`src/hdl/tmc_area.sv`:
```
// Doubled area: cross product magnitude, delayed to line up with the side lanes.
module tmc_area #(
  parameter int unsigned COORD_BITS = 16,
  parameter int unsigned FRAC_BITS  = 16,
  localparam int unsigned DIFF = COORD_BITS + 1,
  localparam int unsigned ROOT = COORD_BITS + 1 + FRAC_BITS
) (
  input  logic                         clk_i,
  input  logic [ROOT:0]                en_i,
  input  logic signed [COORD_BITS-1:0] ax_i,
  input  logic signed [COORD_BITS-1:0] ay_i,
  input  logic signed [COORD_BITS-1:0] bx_i,
  input  logic signed [COORD_BITS-1:0] by_i,
  input  logic signed [COORD_BITS-1:0] cx_i,
  input  logic signed [COORD_BITS-1:0] cy_i,
  output logic [2*DIFF-1:0]            area_o
);

  localparam int unsigned PW = 2 * DIFF;

  logic signed [DIFF-1:0] d1x, d1y, d2x, d2y;
  logic signed [PW-1:0]   p1_d, p2_d, p1_q, p2_q;
  logic signed [PW:0]     cprod;
  logic [PW:0]            mag;
  logic [PW-1:0]          area_q [1:ROOT];

  assign d1x  = DIFF'(bx_i) - DIFF'(ax_i);
  assign d1y  = DIFF'(by_i) - DIFF'(ay_i);
  assign d2x  = DIFF'(cx_i) - DIFF'(ax_i);
  assign d2y  = DIFF'(cy_i) - DIFF'(ay_i);
  assign p1_d = d1x * d2y;
  assign p2_d = d1y * d2x;

  assign cprod = (PW + 1)'(p1_q) - (PW + 1)'(p2_q);
  assign mag   = cprod[PW] ? $unsigned(-cprod) : $unsigned(cprod);

  always_ff @(posedge clk_i) begin
    if (en_i[0]) begin
      p1_q <= p1_d;
      p2_q <= p2_d;
    end
    if (en_i[1]) begin
      area_q[1] <= mag[PW-1:0];
    end
  end

  // Hold the magnitude alongside the root stages
  for (genvar j = 2; j <= ROOT; j++) begin : g_dly
    always_ff @(posedge clk_i) begin
      if (en_i[j]) begin
        area_q[j] <= area_q[j-1];
      end
    end
  end

  assign area_o = area_q[ROOT];

endmodule

```
`config.mk`:
```
export PLATFORM = sky130hd
export DESIGN_NAME = tmc_area
export DESIGN_NICKNAME = d
export VERILOG_FILES = /design/src/hdl/tmc_area.sv
export SDC_FILE = /design/constraint.sdc
export NUM_CORES = 2
export LEC_CHECK = 0
export BUFFER_PORTS_ARGS = -buffer_cell sky130_fd_sc_hd__buf_2
export CAP_MARGIN = 40
export CORE_MARGIN = 2
export CORE_UTILIZATION = 48
export CTS_CLUSTER_DIAMETER = 50
export DETAILED_ROUTE_END_ITERATION = 10
export GPL_ROUTABILITY_DRIVEN = 0
export PLACE_DENSITY = 0.73
export SLEW_MARGIN = 25
export SYNTH_ARGS = -nofsm -noshare
export SYNTH_HDL_FRONTEND = slang
export SYNTH_SLANG_ARGS = --single-unit
```
`constraint.sdc`:
```
create_clock -name clk_i -period 16.1 [get_ports clk_i]
set_input_delay 2.415 -clock clk_i [delete_from_list [all_inputs] [get_ports clk_i]]
set_output_delay 2.415 -clock clk_i [all_outputs]
set_load 0.05 [all_outputs]
```
# Word-level counts from Yosys, hierarchy flattened
# Memory sizes are Yosys's and may differ from the RTL's.
# Cells that the tools add are included.
[word_totals]
input_bits = 131
mem_bits_rw = 1122
memories = 1
elab_cells = 78
regBits = 68
output_inout_bits = 34
[op_classes]
n_addsub = 6
mul = 2
n_mux = 67
[memory_table]
columns = ["memory", "words", "word_bits", "read_ports", "rd_ports_with_merged_regs", "write_ports", "line", "rtl"]
rows = [
  ["area_q", 33, 34, 33, 0, 33, "25", "logic [PW-1:0] area_q [1:ROOT];"],
]
[op_table]
columns = ["cell", "count"]
rows = [
  ["multiplier 17 x 17 -> 34 bit", 2],
  ["subtractor 16 x 16 -> 17 bit", 4],
  ["two-way mux 1 bit", 66],
  ["subtractor 34 x 34 -> 35 bit", 1],
  ["two-way mux 34 bit", 1],
  ["negator 34 bit", 1],
]

# Depth between registers and ports, before layout
[logic_depth]
depth_word = 3
mapped_depth = 37
mapped_depth_nobuf = 37

# Least setup slack after synthesis
# No wires, ideal clock.
[synth_timing]
path_type = "in2reg"
start = "input port by_i[0]"
end = "register p2_q[33], data pin"
setup_ns = 0.264
path_buffers = 2
required_time_ns = 15.836
arrival_ns = 10.185
slack_ns = 5.651
stages = 35
cell_sequence = "inv_1 > ha_1 > inv_1 > fa_1 > a21o_1 > a21oi_1 > o21bai_1 > a211o_1 > nand3_1 > a311oi_1 > o21a_1 > o21ai_0 > a31o_2 > clkbuf_1 > nand2_1 > fa_1 > inv_1 > fa_1 > fa_1 > fa_1 > fa_1 > inv_1 > fa_1 > inv_1 > ha_1 > clkbuf_1 > a21o_1 > a21o_1 > a21oi_1 > o21bai_1 > a21o_1 > a221oi_1 > o2111ai_1 > o31ai_1 > xnor2_1"
[synth_between]
elab_chain_cells = 2
[synth_rtl]
columns = ["element", "line", "rtl"]
rows = [
  ["start: declaration", "13", "input logic signed [COORD_BITS-1:0] by_i,"],
  ["subtractor 16 x 16 -> 17 bit", "28", "assign d1y = DIFF'(by_i) - DIFF'(ay_i);"],
  ["multiplier 17 x 17 -> 34 bit", "32", "assign p2_d = d1y * d2x;"],
  ["net p2_d[33]", "22", "logic signed [PW-1:0] p1_d, p2_d, p1_q, p2_q;"],
  ["end signal: assignment", "40", "p2_q <= p2_d;"],
  ["end: declaration", "22", ""],
]
# The timed path passes the listed nets, and every way through them passes these cells.
# A chain may end at the register's enable or synchronous reset.

# Final worst setup path
[layout_timing]
start = "input port ay_i[1]"
end = "register p2_q[33], data pin"
[layout_between]
elab_chain_cells = 2
[layout_rtl]
columns = ["element", "line", "rtl"]
rows = [
  ["start: declaration", "11", "input logic signed [COORD_BITS-1:0] ay_i,"],
  ["subtractor 16 x 16 -> 17 bit", "28", ""],
  ["multiplier 17 x 17 -> 34 bit", "32", ""],
  ["net p2_d[33]", "22", ""],
]
# The timed path passes the listed nets, and every way through them passes these cells.

==> results.ini <==
[global_route]
busiest_layer=met2
grt_max_degree=68
grt_pass1_vias=36827
grt_overflow_total=0
use_met1=0.214
grt_util_all_layers=0.185
grt_pass1_wl_mm=196
grt.met3_usage=0.0320
antenna_found_initial=1
grtUsageMet2=0.335

[logic_synthesis]
synthArstFlopShare=0
synth_top_cell_by_area=edfxtp_1
yosysUniqueCellTypes=100
syn_inst=4462
ys_ff_latch=1190
ys_seq_area_frac=0.566
synth_top_flop_cell=edfxtp_1
syn_area_per_cell_um2=14.2
synth_top_cells_by_area=edfxtp_1 (57%), fa_1 (19%), ha_1 (5.3%)
yosys_warnings=0
syn-num-nets=5459
synth_area_um2=63200
synth_top_area_frac=0.566
synth-edff-count=1190

[critical_path]
rrSetupSlack_ps=11880
crit_start=ay_i[1]
crit_arrival_ps=11530
end_kind=flip-flop
r2r_cells=14
slowest_delay_ps=680
path_class=in -> reg
cp.required_ps=16510
crit_end=p2_q[33]
reg2reg_to=area_q[0][44]
crit_slowest_cell=xor2_1
start_kind=primary input
crit_top_cell=fa_1
cp_max_fo=6
r2r-start=p1_q[0]

[hold_path]
min_from=area_q[0][247]
hold_path_class=reg -> reg

[drt]
routed_wl_mm=123
dr.pass1.iters=5
via_count=34077
ant_nets=0
wl_per_cell_um=18.7
drt_iter0_drc=2267
viasPerCell=5.18
drcViolationCount=0

[clock_tree]
cts.reportedPaths.clkPinSlew_ps=60
clk_latency_ps=660
cts_sinks=1190
cts_buffer_depth=3
ctsHoldBuffers=0
tritoncts=yes
post_cts_resized=0
htree_levels=3
cts_buffers=107
root_buffer=clkbuf_16
post-cts-setup-buffers=0

[placement]
dp_hpwl_mm=88.2
io_buffer_count=164
dp_cells=6342
dpl_cell_area_um2=66200

[timing]
setup_viol=0
skew_ps=29.7
hold_viol=0
min_period_ps=11120
slew_violations=0
setup_tns_ps=0
max-slew-margin-rel=0.392
hold_ws_ps=402
timing.fmax_mhz=89.9
rsz0062_at_grt=false
period_share=0.691
worst_pin_slew_ps=909

[layout]
syn_to_final_growth_pct=11.5
nNetsFinal=5730
diodes=0
drive_above_1_share=0.104
stdcell_area_um2=70400
seq_area_um2=35700
multi_input_area_um2=24100
fin_cells=6579
n_fill_cell=10519

[floorplan]
start_util=0.482
ios=165
die_h_um=367
rows=133
fp.dieW_um=367
die-area_um2=135000
core_area_um2=131000

[outcome]
status=completed

[job]
drv_cap=0

through the flow:
step	setup WS, ps	utilization
6_report	4980	0.538
5_1_grt	4460	0.538
4_1_cts	5080	0.532
3_5_place_dp	4390	0.506
3_3_place_gp	4300	0.504
2_1_floorplan	5650	-
worst min-delay path by stage:
stage	end	cells after the start
after floorplan	area_q[0][1000]	0
after global placement	area_q[0][255]	0
after detailed placement	area_q[0][101]	0
after CTS	area_q[0][281]	0
after global routing	area_q[0][244]	0
final	area_q[0][281]	0
cell type report:
class                      instances  area share
inverter                         740      0.0395
timing repair buffer             275      0.0293
multi-input combinational       2419       0.343
tap                             1755      0.0312
sequential                      1190       0.508
clock buffer                     131      0.0396
clock inverter                    69     0.00988
state kept, by name (all words and copies together), names as in the netlist:
signal and cells:
area_q 1122, p2_q 34, p1_q 34
worst max-delay path, delay by kind of cell:
| kind | cells | cell delay (ps) |
|---|---|---|
| xor gates and xnor gates | 2 | 790 |
| buffers and inverters | 6 | 580 |
| AOI/OAI and AO/OA | 13 | 3600 |
| adders and majority gates | 8 | 3670 |
| and+or+nand+nor | 3 | 460 |
Yosys cell counts (all sizes together) (5+ instances only):
master	instances
edfxtp	1190
inv	739
fa	597
nand2	376
nor2	326
ha	269
xnor2	128
a21oi	108
o21ai	74
clkbuf	68
xor2	64
nor2b	47
buf	44
a21o	43
nand3	42
and2	31
nand2b	30
or2	25
nor3	24
a31oi	19
o21a	19
a211oi	18
and3	16
or3	16
o31ai	14
nand4	12
o21bai	12
o211ai	10
a21boi	9
nor4	8
o2111ai	6
a211o	5
a221oi	5
a41oi	5
metal layers:
layer | routed length [um] | share of wire
met5 | 0 | 0
met3 | 7210 | 0.058
met4 | 6140 | 0.050
met1 | 46300 | 0.38
met2 | 63600 | 0.52
placed cells by master (no fill, tap or decap), types with 23 or more instances in the layout:
master     synthesis  routed
a21o_1            41      41
a21oi_1          105     105
and2_1            31      31
buf_12             0      31
buf_2              5     171
buf_4             34      63
clkbuf_1          67      23
clkbuf_16          0     108
clkinv_1           1      25
edfxtp_1        1190    1190
fa_1             597     597
ha_1             269     269
inv_1            739     739
nand2_1          376     376
nand2b_1          30      30
nand3_1           42      42
nor2_1           325     325
nor2b_1           47      47
o21ai_0           65      65
xnor2_1          126     120
xor2_1            62      60
cell families (layout without fill, tap and decap cells):
group / count (synthesis) / in the layout / share of synthesized area
adders and majority gates: 866 / 866 / 0.242
AOI/OAI and AO/OA: 384 / 384 / 0.0414
buffers and inverters: 853 / 1215 / 0.0532
xor gates and xnor gates: 193 / 193 / 0.0275
and+or+nand+nor: 972 / 972 / 0.0691
DFF: 1190 / 1190 / 0.566
muxes: 4 / 4 / 0.000654
Power is not shown: default switching activity piles up to over one toggle a cycle in this logic, so the estimate is an artifact.
