### config.mk
export PLATFORM = sky130hd
export DESIGN_NAME = tmc_merge
export DESIGN_NICKNAME = d
export VERILOG_FILES = /design/src/hdl/tmc_pkg.sv /design/src/hdl/tmc_merge.sv
export SDC_FILE = /design/constraint.sdc
export NUM_CORES = 1
export LEC_CHECK = 0
export ABC_AREA = 1
export BUFFER_PORTS_ARGS = -buffer_cell sky130_fd_sc_hd__buf_2
export CELL_PAD_IN_SITES_DETAIL_PLACEMENT = 1
export CELL_PAD_IN_SITES_GLOBAL_PLACEMENT = 1
export CORE_AREA = 2 2 194 196
export CTS_CLUSTER_DIAMETER = 80
export DETAILED_ROUTE_END_ITERATION = 7
export DIE_AREA = 0 0 196 198
export GPL_ROUTABILITY_DRIVEN = 0
export MAX_ROUTING_LAYER = met4
export PLACE_DENSITY = 0.92
export SYNTH_ARGS = -nofsm -noshare
export SYNTH_HDL_FRONTEND = slang
export SYNTH_SLANG_ARGS = --single-unit
export TNS_END_PERCENT = 10
### constraint.sdc
create_clock -name clk_i -period 4 [get_ports clk_i]
set_input_delay 0.8 -clock clk_i [delete_from_list [all_inputs] [get_ports clk_i]]
set_output_delay 0.8 -clock clk_i [all_outputs]
set_load 0.005 [all_outputs]
### src/hdl/tmc_pkg.sv
// Shared constants for the triangle measure and classify block.
package tmc_pkg;

  // Fixed result field widths
  localparam int unsigned PERIM_W = 35;
  localparam int unsigned AREA_W  = 33;

endpackage

### src/hdl/tmc_merge.sv
// Merge stage: sums the three roots, compares squared sides, registers the result word.
module tmc_merge #(
  parameter int unsigned COORD_BITS = 16,
  parameter int unsigned FRAC_BITS  = 16,
  localparam int unsigned DIFF = COORD_BITS + 1,
  localparam int unsigned SQ   = 2 * COORD_BITS + 2,
  localparam int unsigned ROOT = COORD_BITS + 1 + FRAC_BITS
) (
  input  logic                         clk_i,
  input  logic                         en_i,
  input  logic [ROOT-1:0]              root_a_i,
  input  logic [ROOT-1:0]              root_b_i,
  input  logic [ROOT-1:0]              root_c_i,
  input  logic [SQ-1:0]                sq_a_i,
  input  logic [SQ-1:0]                sq_b_i,
  input  logic [SQ-1:0]                sq_c_i,
  input  logic [2*DIFF-1:0]            area_i,
  output logic [tmc_pkg::PERIM_W-1:0]  perimeter_o,
  output logic [tmc_pkg::AREA_W-1:0]   area_doubled_o,
  output logic                         is_right_o,
  output logic                         is_isosceles_o
);

  localparam int unsigned PS = ROOT + 2;
  localparam int unsigned SW = SQ + 1;

  logic [PS-1:0] psum;
  logic [SW-1:0] ea, eb, ec;
  logic          right_d, isos_d;

  assign psum = PS'(root_a_i) + PS'(root_b_i) + PS'(root_c_i);
  assign ea   = SW'(sq_a_i);
  assign eb   = SW'(sq_b_i);
  assign ec   = SW'(sq_c_i);

  assign right_d = (ea == eb + ec) || (eb == ea + ec) || (ec == ea + eb);
  assign isos_d  = (sq_a_i == sq_b_i) || (sq_b_i == sq_c_i) || (sq_c_i == sq_a_i);

  always_ff @(posedge clk_i) begin
    if (en_i) begin
      perimeter_o    <= tmc_pkg::PERIM_W'(psum);
      area_doubled_o <= tmc_pkg::AREA_W'(area_i);
      is_right_o     <= right_d;
      is_isosceles_o <= isos_d;
    end
  end

endmodule

Word-level counts from Yosys, hierarchy flattened --
Cells that the tools add are included.
Word-level totals: bits in registers 70, bits of input ports 237, output and inout bits 70, bits in read-only memories 0, bits in latches 0, memories kept 0, word-level logic and storage cells 19, memory bits (writable) 0
Cells by class: $add $sub $neg 5, eq/ne operators 6, bitwise gates (word level) 0, reductions and logical operators 4, mux-type cells 0, shift operators 0, magnitude comparators 0, div/mod/pow operators 0, multipliers 0
Operators by type and width (number):
- adder 34 x 34 -> 35 bit | 3
- equality test 34 x 35 -> 1 bit | 3
- equality test 34 bit | 3
- adder 34 x 33 -> 35 bit | 1
- adder 33 x 33 -> 34 bit | 1
- logical OR 1 bit | 4

Logic depth before layout (Yosys ltp) --
Gate-level depths: netlist of the first run.
depth in word-level cells 4, depth in mapped cells 19, mapped depth without buffers 19

Worst setup path before layout of the first run --
Ideal clock, no wire load.
kind input port to flip-flop, from in root_a_i[1], to reg perimeter_o[27] (netlist name), data pin, slack 706 ps, arrival time 3042 ps, stages on the path 16, buffers on the path 0, setup time 252 ps, required time 3748 ps, cell sequence fa_1 -> ha_1 -> inv_1 -> fa_1 -> o21ai_2 -> nand3_1 -> nand2_1 -> a21o_1 -> nand2_1 -> nand2_1 -> nand2_1 -> nand2_1 -> a21o_1 -> nand2_1 -> nand3_1 -> nand2_1
Between the ends: longest elaborated chain between the ends 2
RTL lines:
- start, declared | RTL line tmc_merge.sv:11 | input logic [ROOT-1:0] root_a_i,
- adder 33 x 33 -> 34 bit | RTL line tmc_merge.sv:31 | assign psum = PS'(root_a_i) + PS'(root_b_i) + PS'(root_c_i);
- adder 34 x 33 -> 35 bit | RTL line tmc_merge.sv:31
- via psum[27] | RTL line tmc_merge.sv:27 | logic [PS-1:0] psum;
- end signal, assigned | RTL line tmc_merge.sv:41 | perimeter_o <= tmc_pkg::PERIM_W'(psum);
- end, declared | RTL line tmc_merge.sv:18 | output logic [tmc_pkg::PERIM_W-1:0] perimeter_o,
The timed path passes the listed nets, and every way through them passes these cells. A chain may end at the register's enable or synchronous reset.

Final worst setup path of the first run --
from in root_a_i[11], to reg perimeter_o[28] (netlist name), data pin
The elaborated chain is that of the path after synthesis.

==> impl_metrics.tcl, run 1 <==
set metrics [dict create \
    criticalPathCategory "input port to flop" \
    drt-total-wl_um 62400 \
    synth-adder-area-share_pct 17.1 \
    crit_start "root_a_i[11]" \
    placed_cells 3150 \
    grt_overflow 0 \
    synth_edf_count 70 \
    wl_per_cell_um 19.7 \
    holdBufCountCts 0 \
    fillers 5177 \
    finalHoldViolations 0 \
    drt_first_iter_violations 696 \
    cp-end-kind "flop" \
    vias 17100 \
    synth_cell_types 42 \
    io_pins 307 \
    crit_arrival_ns 3.75 \
    grt_use_met3_pct 3.61 \
    finish.net_count 3095 \
    viasPerCell 5.38 \
    cts_buffer_depth 2 \
    switching_share_pct 48.1 \
    status "complete, no violations" \
    cts_root_buffer "clkbuf_16" \
    ant_nets 0 \
    die_h_um 198 \
    critPathRequiredTime_ns 4.11 \
    cts.repair.resized 0 \
    internal-power_w 0.00242 \
    synth_compound_area_share_pct 7.71 \
    grt_usage_pct 32.9 \
    drtPass1Iterations 5 \
    slew_headroom_pct 37.0 \
    busiest_layer "met2" \
    rsz0062_at_grt "no" \
    fin_crit_ns 3.64 \
    hpwl_um 55400 \
    finalSetupViolCount 0 \
    area_growth_syn_to_layout_pct 16.9 \
    initial_core_util_pct 38.2 \
    cts_inserted_buffers 9 \
    io_buffers 305 \
    antenna_found_initial 3 \
    startpoint_type "input port" \
    crit_fanout 4 \
    drc_errors 0 \
    p_leak_nw 9.34 \
    use_met2_pct 57.9 \
    combPwrFrac_pct 61.1 \
    timing.setup.tns_ns 0 \
    clock.fmax_mhz 275 \
    fin_crit_sh_pct 91.0 \
    synth-seq-cells 70 \
    worst_pin_slew_ns 0.945 \
    cts_tree "yes" \
    yosys_warnings 0 \
    power.share.sequential_pct 22.7 \
    grt_start_max_net_pins 71 \
    slew_viol_final 0 \
    met1_usage_pct 35.7 \
    grt_pass1_vias 17900 \
    cts.sinks 70 \
    ys_seq_area_share_pct 14.9 \
    post-cts-setup-buffers 0 \
    avgSynthCellArea_um2 5.95 \
    synthFlopType "edfxtp_1" \
    synth_top_family_by_area "simple AND/OR/NAND/NOR gates" \
    synth_async_sr_flop_share_pct 0 \
    syn_area_um2 14100 \
    clk_pin_slew_worst_paths_ns 0.06 \
    num_rows 71 \
    final_cells 3168 \
    grt_pass1_wl_um 95100 \
    holdCritStartpoint "area_i[25]" \
    synth_cells 2374 \
    synthSimpleGateAreaFrac_pct 41.8 \
    ir_drop_v 0.000244 \
    drive_gt1_share_pct 13.7 \
    p_sw_w 0.00224 \
    hold_path.class "input port to flop" \
    syn_nets 2782 \
    synth.area.mux_share_pct 0 \
    power.density_nw_per_um2 282 \
    cap_violations 0 \
    core-area_um2 37000 \
    die_w_um 196 \
    p_clk_share_pct 16.2 \
    die_area_um2 38800 \
    htreeDepth 3 \
    synthXorXnorAreaFrac_pct 6.88 \
]
worst paths after layout:
kind / to / depth (start not counted)
worst max-delay path: perimeter_o[28] / 13
worst min-delay path: area_doubled_o[25] / 1
cell families after synthesis:
kind of cell,count (synthesis)
adders and majority gates,171
DFF,70
and+or+nand+nor,1399
AOI/OAI and AO/OA,189
buffers and inverters,434
xor gates and xnor gates,111
cells in the mapped netlist, types with 16 or more instances:
cell type,number,area [µm²]
nand2_1,884,3320
inv_1,428,1610
nor2_1,187,702
nand3_1,170,851
ha_1,134,1680
a21oi_1,111,556
edfxtp_1,70,2100
xor2_1,60,526
xnor2_1,51,447
fa_1,37,741
nor4_1,30,188
nand3b_1,28,210
nor3_1,27,135
nand4_1,25,156
o21ai_0,22,110
o21bai_1,21,158
nand2_2,16,100
cells in the final DEF, fill, tap and decap left out, types with 3 or more instances in the layout:
| cell | Yosys | routed |
|---|---|---|
| edfxtp_1 | 70 | 70 |
| o21ai_0 | 22 | 22 |
| o21ai_1 | 3 | 3 |
| fa_1 | 37 | 37 |
| nand3_2 | 5 | 5 |
| ha_1 | 134 | 134 |
| a21oi_1 | 111 | 111 |
| nor2_2 | 11 | 11 |
| nor2_1 | 187 | 187 |
| nand2_2 | 16 | 16 |
| buf_4 | 1 | 3 |
| buf_2 | 2 | 305 |
| xor2_1 | 60 | 60 |
| nand2_1 | 884 | 884 |
| a31oi_1 | 7 | 7 |
| clkbuf_16 | 0 | 9 |
| inv_1 | 428 | 428 |
| a21o_1 | 10 | 10 |
| nand3b_1 | 28 | 28 |
| and2_1 | 4 | 4 |
| nor4_1 | 30 | 30 |
| nand4_1 | 25 | 25 |
| nor3_2 | 3 | 3 |
| nor2_4 | 3 | 3 |
| xnor2_1 | 51 | 51 |
| nor3_1 | 27 | 27 |
| clkinvlp_4 | 0 | 3 |
| nand3_1 | 170 | 170 |
| o21bai_1 | 21 | 21 |
| a221oi_1 | 3 | 3 |
state kept, by name, indices dropped and copies added (netlist names):
name / count
is_right_o: 1
is_isosceles_o: 1
area_doubled_o: 33
perimeter_o: 35
metal layers:
metal	part of all wire [%]	wire length, µm
met1	39	24000
met2	49	30500
met3	6.2	3840
met4	6.6	4090
met5	0	0
power by group through the flow:
| stage | registers, W | logic (W) | clock network, W |
|---|---|---|---|
| finish | 0.00106 | 0.00284 | 0.000755 |
| global placement | 0.00105 | 0.00261 | 0 |
| detailed placement | 0.00107 | 0.00277 | 0 |
| global route | 0.00107 | 0.00314 | 0.000785 |
| CTS | 0.00106 | 0.00280 | 0.000764 |
| floorplan | 0.00106 | 0.00174 | 0 |
critical path, stage by stage:
cell	delay [ns]
buf_2	0.11
fa_1	0.52
ha_1	0.39
a21oi_1	0.32
o21ai_0	0.15
a21oi_1	0.46
o21ai_1	0.20
a21oi_1	0.32
o21bai_1	0.17
nand2_1	0.13
nand2_1	0.06
nand2_1	0.06
nand2_1	0.06
area by class of cell:
cell class | count | area, µm² | area share, %
antenna | 2 | 5.00 | 0.0303
multi-input combinational | 1870 | 10400 | 62.9
timing repair buffer | 308 | 1550 | 9.38
tap | 474 | 593 | 3.59
sequential | 70 | 2100 | 12.7
clock inverter | 7 | 48.8 | 0.295
clock buffer | 9 | 225 | 1.36
inverter | 428 | 1610 | 9.73
metrics by stage:
stage	hold WS (ns)	cell area, µm²	worst slack, ns	total power, W	util [%]
after floorplan	0.899	14100	0.706	0.00280	-
after global placement	0.977	16200	0.298	0.00367	43.9
after detailed placement	0.979	16200	0.138	0.00385	43.9
after CTS	0.612	16500	0.501	0.00462	44.7
after global routing	0.617	16500	0.230	0.00499	44.7
final	0.619	16500	0.359	0.00466	44.7
No activity file was read; power rests on OpenSTA's default activity.
==> run 2: changes to the inputs <==
--- a/config.mk
+++ b/config.mk
@@ -6,16 +6,18 @@
 export NUM_CORES = 1
 export LEC_CHECK = 0
 export ABC_AREA = 1
-export BUFFER_PORTS_ARGS = -buffer_cell sky130_fd_sc_hd__buf_2
+export ABC_CLOCK_PERIOD_IN_PS = 4000
 export CELL_PAD_IN_SITES_DETAIL_PLACEMENT = 1
 export CELL_PAD_IN_SITES_GLOBAL_PLACEMENT = 1
-export CORE_AREA = 2 2 194 196
+export CORE_AREA = 2 2 179 181
 export CTS_CLUSTER_DIAMETER = 80
 export DETAILED_ROUTE_END_ITERATION = 7
-export DIE_AREA = 0 0 196 198
+export DIE_AREA = 0 0 181 183
+export DONT_BUFFER_PORTS = 1
 export GPL_ROUTABILITY_DRIVEN = 0
 export MAX_ROUTING_LAYER = met4
 export PLACE_DENSITY = 0.92
+export SKIP_CTS_REPAIR_TIMING = 1
 export SYNTH_ARGS = -nofsm -noshare
 export SYNTH_HDL_FRONTEND = slang
 export SYNTH_SLANG_ARGS = --single-unit
==> run 2 against run 1 <==
Via count shrank 5.9%. Hold slack got worse by 0.074 ns. Clock-buffer cell count unchanged. Final area is 9.7% lower. Global-route usage rose by 3.1 points. Die area decreased by 15%. Critical endpoint is now perimeter_o[27]. Largest cell class unchanged. Largest power group unchanged.
==> impl_metrics.tcl, run 2 (same netlist as run 1, synthesis figures left out) <==
set metrics [dict create \
    num_rows 65 \
    status "complete, no violations" \
    worst_pin_slew_ns 0.677 \
    layout_commonest_cell "nand2_1" \
    area_growth_syn_to_layout_pct 5.59 \
    crit_family "adder cells" \
    vias 16000 \
    critPathRequiredTime_ns 4.10 \
    critPathMaxStageDelay_ns 0.54 \
    rsz0062_at_grt "no" \
    hpwl_um 52200 \
    antenna_found_initial 3 \
    crit_arrival_ns 3.48 \
    cts_tree "yes" \
    power.density_nw_per_um2 290 \
    cap_violations 0 \
    finish.net_count 2788 \
    fin_crit_ns 3.38 \
    drt-total-wl_um 59100 \
    finalSetupViolCount 0 \
    clock.fmax_mhz 296 \
    drive_gt1_share_pct 2.56 \
    core-area_um2 31200 \
    grt_usage_pct 35.9 \
    clk_pin_slew_worst_paths_ns 0.06 \
    hold_path.class "input port to flop" \
    crit_chain "fa_1 > ha_1 > inv_1 > fa_1 > o21ai_2 > nand3_1 > nand2_1 > a21o_1 > nand2_1 > nand2_1 > nand2_1 > nand2_1 > a21o_1 > nand2_1 > nand3_1 > nand2_1" \
    grt_overflow 0 \
    cp_slowest_cell "fa_1" \
    final_cell_mix "884 x nand2_1, 428 x inv_1, 187 x nor2_1, 170 x nand3_1, 134 x ha_1" \
    drt_first_iter_violations 961 \
    path_common_cell "nand2_1" \
    cp-end-kind "flop" \
    critPathBufInv 1 \
    ant_nets 0 \
    post-place-ws_ns 0.284 \
    grt_pass1_vias 16900 \
    criticalPathCategory "input port to flop" \
    cts_inserted_buffers 9 \
    reg_top3 "perimeter_o x35, area_doubled_o x33" \
    viasPerCell 5.75 \
    cts_root_buffer "clkbuf_16" \
    io_pins 307 \
    largest_reg_flops 35 \
    die_w_um 181 \
    cts.sinks 70 \
    cts_buffer_depth 2 \
    wl_per_cell_um 21.2 \
    initial_core_util_pct 45.2 \
    slew_viol_final 0 \
    ir_drop_v 0.000212 \
    grt_start_max_net_pins 71 \
    grt_pass1_wl_um 90200 \
    timing.setup.tns_ns 0 \
    p_leak_nw 8.15 \
    slew_headroom_pct 54.3 \
    finalWorstSetupSlack_ns 0.622 \
    htreeDepth 3 \
    crit_fanout 3 \
    die_area_um2 33100 \
    drc_errors 0 \
    startpoint_type "input port" \
    drtPass1Iterations 6 \
    io_buffers 0 \
    top_register "perimeter_o" \
    fin_crit_sh_pct 84.5 \
    die_h_um 183 \
    finalHoldViolations 0 \
]
==> run 2: cell types whose count changed in the layout (fill, tap and decap cells not counted), sizes merged <==
| cell | delta |
|---|---|
| bufinv | +1 |
| buf | -307 |
| clkinvlp | -2 |
| inv | +1 |
| diode | +2 |
==> run 2: area by class of cell <==
type	instances	area [µm²]
Fill cell	4485	16300
Multi-Input combinational cell	1870	10400
Sequential cell	70	2100
Inverter	428	1610
Tap cell	402	503
Clock buffer	9	225
Clock inverter	7	72.6
Antenna cell	4	10.0
Timing Repair Buffer	1	7.51
==> run 2: final timing paths <==
check | slack, ns | start | end | cells after the start
worst max-delay path | 0.62 | root_a_i[1] | perimeter_o[27] | 16
worst min-delay path | 0.55 | area_i[14] | area_doubled_o[14] | 0
==> run 2: per-stage QoR <==
stage	cells	hold WS (ns)	util, %	cell area (µm²)	total power [W]
after global placement	2771	0.899	46.8	14600	0.00328
after floorplan	2374	0.899	-	14100	0.00280
after global routing	2790	0.538	47.7	14900	0.00463
after detailed placement	2771	0.899	46.8	14600	0.00346
final	2791	0.545	47.7	14900	0.00432
after CTS	2787	0.543	47.7	14900	0.00428
==> run 2: power breakdown <==
| part | switching (W) | internal [W] | total (W) |
|---|---|---|---|
| clock | 0.000327 | 0.000485 | 0.000812 |
| sequential | 0.0000894 | 0.00100 | 0.00109 |
| combinational | 0.00159 | 0.000834 | 0.00242 |
| total | 0.00200 | 0.00232 | 0.00432 |
==> run 2: metal layers <==
layer,GRT usage [%],part of all wire [%],routed length [µm]
met1,37.0,36,21400
met2,63.9,48,28600
met3,4.96,7.4,4360
met4,24.8,8.0,4720
met5,-,0,0
==> run 3: changes to the inputs <==
--- a/config.mk
+++ b/config.mk
@@ -5,18 +5,18 @@
 export SDC_FILE = /design/constraint.sdc
 export NUM_CORES = 1
 export LEC_CHECK = 0
-export ABC_AREA = 1
-export ABC_CLOCK_PERIOD_IN_PS = 4000
+export ABC_AREA = 0
+export ABC_CLOCK_PERIOD_IN_PS = 3200
 export CELL_PAD_IN_SITES_DETAIL_PLACEMENT = 1
 export CELL_PAD_IN_SITES_GLOBAL_PLACEMENT = 1
-export CORE_AREA = 2 2 179 181
+export CORE_AREA = 2 2 161 163
 export CTS_CLUSTER_DIAMETER = 80
 export DETAILED_ROUTE_END_ITERATION = 7
-export DIE_AREA = 0 0 181 183
+export DIE_AREA = 0 0 163 165
 export DONT_BUFFER_PORTS = 1
 export GPL_ROUTABILITY_DRIVEN = 0
 export MAX_ROUTING_LAYER = met4
-export PLACE_DENSITY = 0.92
+export PLACE_DENSITY = 0.91
 export SKIP_CTS_REPAIR_TIMING = 1
 export SYNTH_ARGS = -nofsm -noshare
 export SYNTH_HDL_FRONTEND = slang
==> constraint.sdc (replaced) <==
create_clock -name clk_i -period 3.2 [get_ports clk_i]
set_input_delay 0.64 -clock clk_i [delete_from_list [all_inputs] [get_ports clk_i]]
set_output_delay 0.64 -clock clk_i [all_outputs]
set_load 0.005 [all_outputs]
==> run 3 against run 2 <==
The flow now stops in global routing. Synthesized cell count down 38%. Area after synthesis down 14%.
==> impl_metrics.tcl, run 3 <==
set metrics [dict create \
    io_pins 307 \
    status "did not finish" \
    initial_core_util_pct 48.8 \
    grt_pass1_vias 20200 \
    synth_cell_types 83 \
    grt_start_max_net_pins 71 \
    die_h_um 165 \
    stop_stage "global routing" \
    grt_pass1_wl_um 135000 \
    die_w_um 163 \
    syn_area_um2 12200 \
    synth_async_sr_flop_share_pct 0 \
    synth_top_cells_by_area "edfxtp_1 17%, ha_1 14%, xnor2_1 7.4%, fa_1 6.1%, a21oi_1 5.5%" \
    yosysTopAreaCell "edfxtp_1" \
    avgSynthCellArea_um2 8.31 \
    cts.sinks 70 \
    yosys_warnings 0 \
    yosysTopAreaCellShare_pct 17.2 \
    cts_inserted_buffers 9 \
    cts_buffer_depth 2 \
    htreeDepth 3 \
    synth_common_cells "134 x a21oi_1, 134 x ha_1, 108 x nand2_1" \
    hpwl_um 60500 \
    synth_edf_count 70 \
    error "[ERROR GRT-0116] Global routing finished with congestion. Check the congestion regions in the DRC Viewer." \
    ys_seq_area_share_pct 17.2 \
    cts_root_buffer "clkbuf_16" \
    post-place-ws_ns -1.20 \
    grt_overflow 136 \
    synthFlopType "edfxtp_1" \
    synth_cells 1469 \
    io_buffers 0 \
    num_rows 58 \
    grt_usage_pct 69.5 \
    synth-seq-cells 70 \
    syn_nets 1877 \
]
## run 3: cell types whose count changed after synthesis, moves of 18 or more
cell	previous run	this run
a21o_1	10	67
clkbuf_1	3	50
nor2b_1	0	18
nor2_1	187	90
a211oi_1	0	18
nand3_1	170	40
o21ai_0	22	66
nand4_1	25	44
o21a_1	2	26
nand2_1	884	108
inv_1	428	40
a21oi_1	111	134
xnor2_1	51	103
nand3b_1	28	0
## run 3: routing by layer
layer / track usage [%] / overflow
met5: - / -
met3: 49.4 / 6
met2: 88.1 / 72
met1: 66.0 / 3
met4: 72.1 / 55
## run 3: metrics by stage
| stage | cells | cell area (µm²) |
|---|---|---|
| after floorplan | 1469 | 12200 |
| after global placement | 2158 | 15600 |
| after detailed placement | 2158 | 15600 |
| after CTS | 2174 | 15900 |
## run 3: cell families after synthesis
logic type,share of synthesized area [%]
simple gates,19.4
mux,2.04
compound gates,26.7
xor+xnor,11.1
fa+ha+maj,19.8
flops,17.2
buf+inv,3.73
==> run 4: changes to the inputs <==
==> config.mk (replaced) <==
export PLATFORM = sky130hd
export DESIGN_NAME = tmc_merge
export DESIGN_NICKNAME = d
export VERILOG_FILES = /design/src/hdl/tmc_pkg.sv /design/src/hdl/tmc_merge.sv
export SDC_FILE = /design/constraint.sdc
export NUM_CORES = 1
export LEC_CHECK = 0
export ABC_AREA = 0
export ABC_CLOCK_PERIOD_IN_PS = 3200
export CORE_AREA = 2 2 188 190
export DETAILED_ROUTE_END_ITERATION = 7
export DIE_AREA = 0 0 190 192
export DONT_BUFFER_PORTS = 1
export GPL_ROUTABILITY_DRIVEN = 0
export PLACE_DENSITY_LB_ADDON = 0.15
export SKIP_CTS_REPAIR_TIMING = 1
export SYNTH_ARGS = -nofsm -noshare
export SYNTH_HDL_FRONTEND = slang
export SYNTH_SLANG_ARGS = --single-unit
export TNS_END_PERCENT = 10
==> run 4 against run 3 <==
Area after synthesis unchanged. The flow now finishes, with violations (negative setup slack). Synthesized cell count unchanged.
==> impl_metrics.tcl, run 4 <==
set metrics [dict create \
    finalHoldViolations 0 \
    switching_share_pct 40.2 \
    core-area_um2 34300 \
    drc_errors 0 \
    fillers 3307 \
    power.density_nw_per_um2 364 \
    grt_pass1_vias 13300 \
    drtPass1Iterations 5 \
    synth-seq-cells 70 \
    ys_seq_area_share_pct 17.2 \
    worst_pin_slew_ns 0.662 \
    synth_async_sr_flop_share_pct 0 \
    die_w_um 190 \
    die_h_um 192 \
    p_leak_nw 7.27 \
    p_clk_share_pct 16.2 \
    final_cells 2346 \
    startpoint_type "input port" \
    synth_cell_types 83 \
    io_buffers 0 \
    yosysTopAreaCellShare_pct 17.2 \
    worstHoldPathCells 0 \
    cts_buffer_depth 2 \
    antenna_found_initial 0 \
    finalSetupViolCount 7 \
    cts_inserted_buffers 9 \
    area_growth_syn_to_layout_pct 37.4 \
    yosys_warnings 0 \
    htreeDepth 3 \
    num_rows 68 \
    hpwl_um 46000 \
    largest_reg_flops 35 \
    crit_family "simple AND/OR/NAND/NOR gates" \
    crit_fanout 3 \
    rsz0062_at_grt "yes" \
    slew_headroom_pct 54.7 \
    syn_nets 1877 \
    ir_drop_v 0.000246 \
    cp-end-kind "flop" \
    cts.sinks 70 \
    viasPerCell 5.72 \
    synth_common_cells "134 x a21oi_1, 134 x ha_1, 108 x nand2_1" \
    multi_input_area_um2 10100 \
    grt_usage_pct 27.5 \
    syn_area_um2 12200 \
    critical_path_depth 14 \
    critPathMaxStageDelay_ns 0.39 \
    avgSynthCellArea_um2 8.31 \
    crit_arrival_ns 3.66 \
    synth_cells 1469 \
    critPathBufInv 1 \
    finish.net_count 2294 \
    drt-total-wl_um 52700 \
    crit_chain "ha_2 > fa_2 > a21o_1 > and4_4 > or3_4 > a21oi_2 > o31a_1 > mux2_2 > a211oi_2 > nand4_1 > nor4_4 > buf_4 > nand3_2 > o311ai_2" \
    synth_top_cells_by_area "edfxtp_1 17%, ha_1 14%, xnor2_1 7.4%, fa_1 6.1%, a21oi_1 5.5%" \
    final_cell_mix "475 x buf_4, 125 x ha_1, 120 x a21oi_1, 107 x nand2_1, 99 x xnor2_1" \
    clk_pin_slew_worst_paths_ns 0.07 \
    finalWorstSetupSlack_ns -0.291 \
    critPathRequiredTime_ns 3.36 \
    drive_gt1_share_pct 31.1 \
    grt_overflow 0 \
    cts_root_buffer "clkbuf_16" \
    cap_violations 0 \
    synthFlopType "edfxtp_1" \
    wl_per_cell_um 22.4 \
    timing.setup.tns_ns -0.707 \
    fin_crit_sh_pct 109 \
    placed_cell_area_um2 16000 \
    reg_top3 "perimeter_o x35, area_doubled_o x33" \
    cp_slowest_cell "or3_4" \
    io_pins 307 \
    fin_crit_ns 3.49 \
    yosysTopAreaCell "edfxtp_1" \
    violations "negative setup slack" \
    criticalPathCategory "input port to flop" \
    placed_cells 2324 \
    register_area_um2 2100 \
    internal-power_w 0.00365 \
    top_register "perimeter_o" \
    ant_nets 0 \
    synth_edf_count 70 \
    diodes 0 \
    combPwrFrac_pct 61.8 \
    initial_core_util_pct 35.6 \
    grt_pass1_wl_um 76200 \
    drt_first_iter_violations 874 \
    hold_path.class "input port to flop" \
    status "finished with violations" \
    fin_area_um2 16800 \
    grt_start_max_net_pins 71 \
    vias 13400 \
    clock.fmax_mhz 286 \
    p_sw_w 0.00246 \
    die_area_um2 36500 \
    power.share.sequential_pct 22.0 \
    slew_viol_final 0 \
    cts_tree "yes" \
    layout_commonest_cell "buf_4" \
]
run 4: cells by family (layout without fill, tap and decap cells):
kind of cell               count (synthesis)  after routing  synth area share, %
xor gates and xnor gates                 154            154                 11.1
buffers and inverters                    110            532                 3.73
AOI/OAI and AO/OA                        482            482                 26.7
adders and majority gates                171            171                 19.8
DFF                                       70             70                 17.2
muxes                                     23             23                 2.04
and+or+nand+nor                          459            459                 19.4
run 4: area by class of cell:
type                            count  share of cell area (%)
Clock buffer                        9                    1.34
Clock inverter                      7                   0.365
Inverter                           40                   0.895
Multi-Input combinational cell   1289                    60.2
Sequential cell                    70                    12.5
Tap cell                          455                    3.39
Timing Repair Buffer              476                    21.3
run 4: path summary, 6_finish.rpt:
check / startpoint / to / slack (ns)
worst min-delay path: area_i[22] / area_doubled_o[22] / 0.38
worst max-delay path: sq_a_i[0] / is_right_o / -0.29
run 4: power by group through the flow:
stage                     sequential, W  combinational, W  clock (W)
after floorplan                 0.00132           0.00204          0
after global placement          0.00137           0.00353          0
final                           0.00135           0.00378   0.000989
after detailed placement        0.00137           0.00355          0
after global routing            0.00136           0.00410    0.00104
after CTS                       0.00135           0.00357    0.00101
run 4: per-stage QoR:
step | worst slack, ns | power, W | util (%) | hold slack (ns)
2_1_floorplan | -0.315 | 0.00336 | - | 0.739
3_3_place_gp | -1.10 | 0.00490 | 46.8 | 0.739
3_5_place_dp | -1.00 | 0.00493 | 46.8 | 0.739
4_1_cts | -0.661 | 0.00594 | 47.6 | 0.376
5_1_grt | -0.405 | 0.00651 | 48.9 | 0.370
6_report | -0.291 | 0.00611 | 48.9 | 0.382
run 4: layer usage:
layer	vias to the layer above	part of all wire, %	wire length [µm]	GRT usage (%)
met5	-	0	0	0
met4	0	5.4	2840	13.0
met3	126	7.2	3800	4.84
met2	543	46	24400	45.4
met1	6313	41	21600	34.9
li1	6448	-	-	-
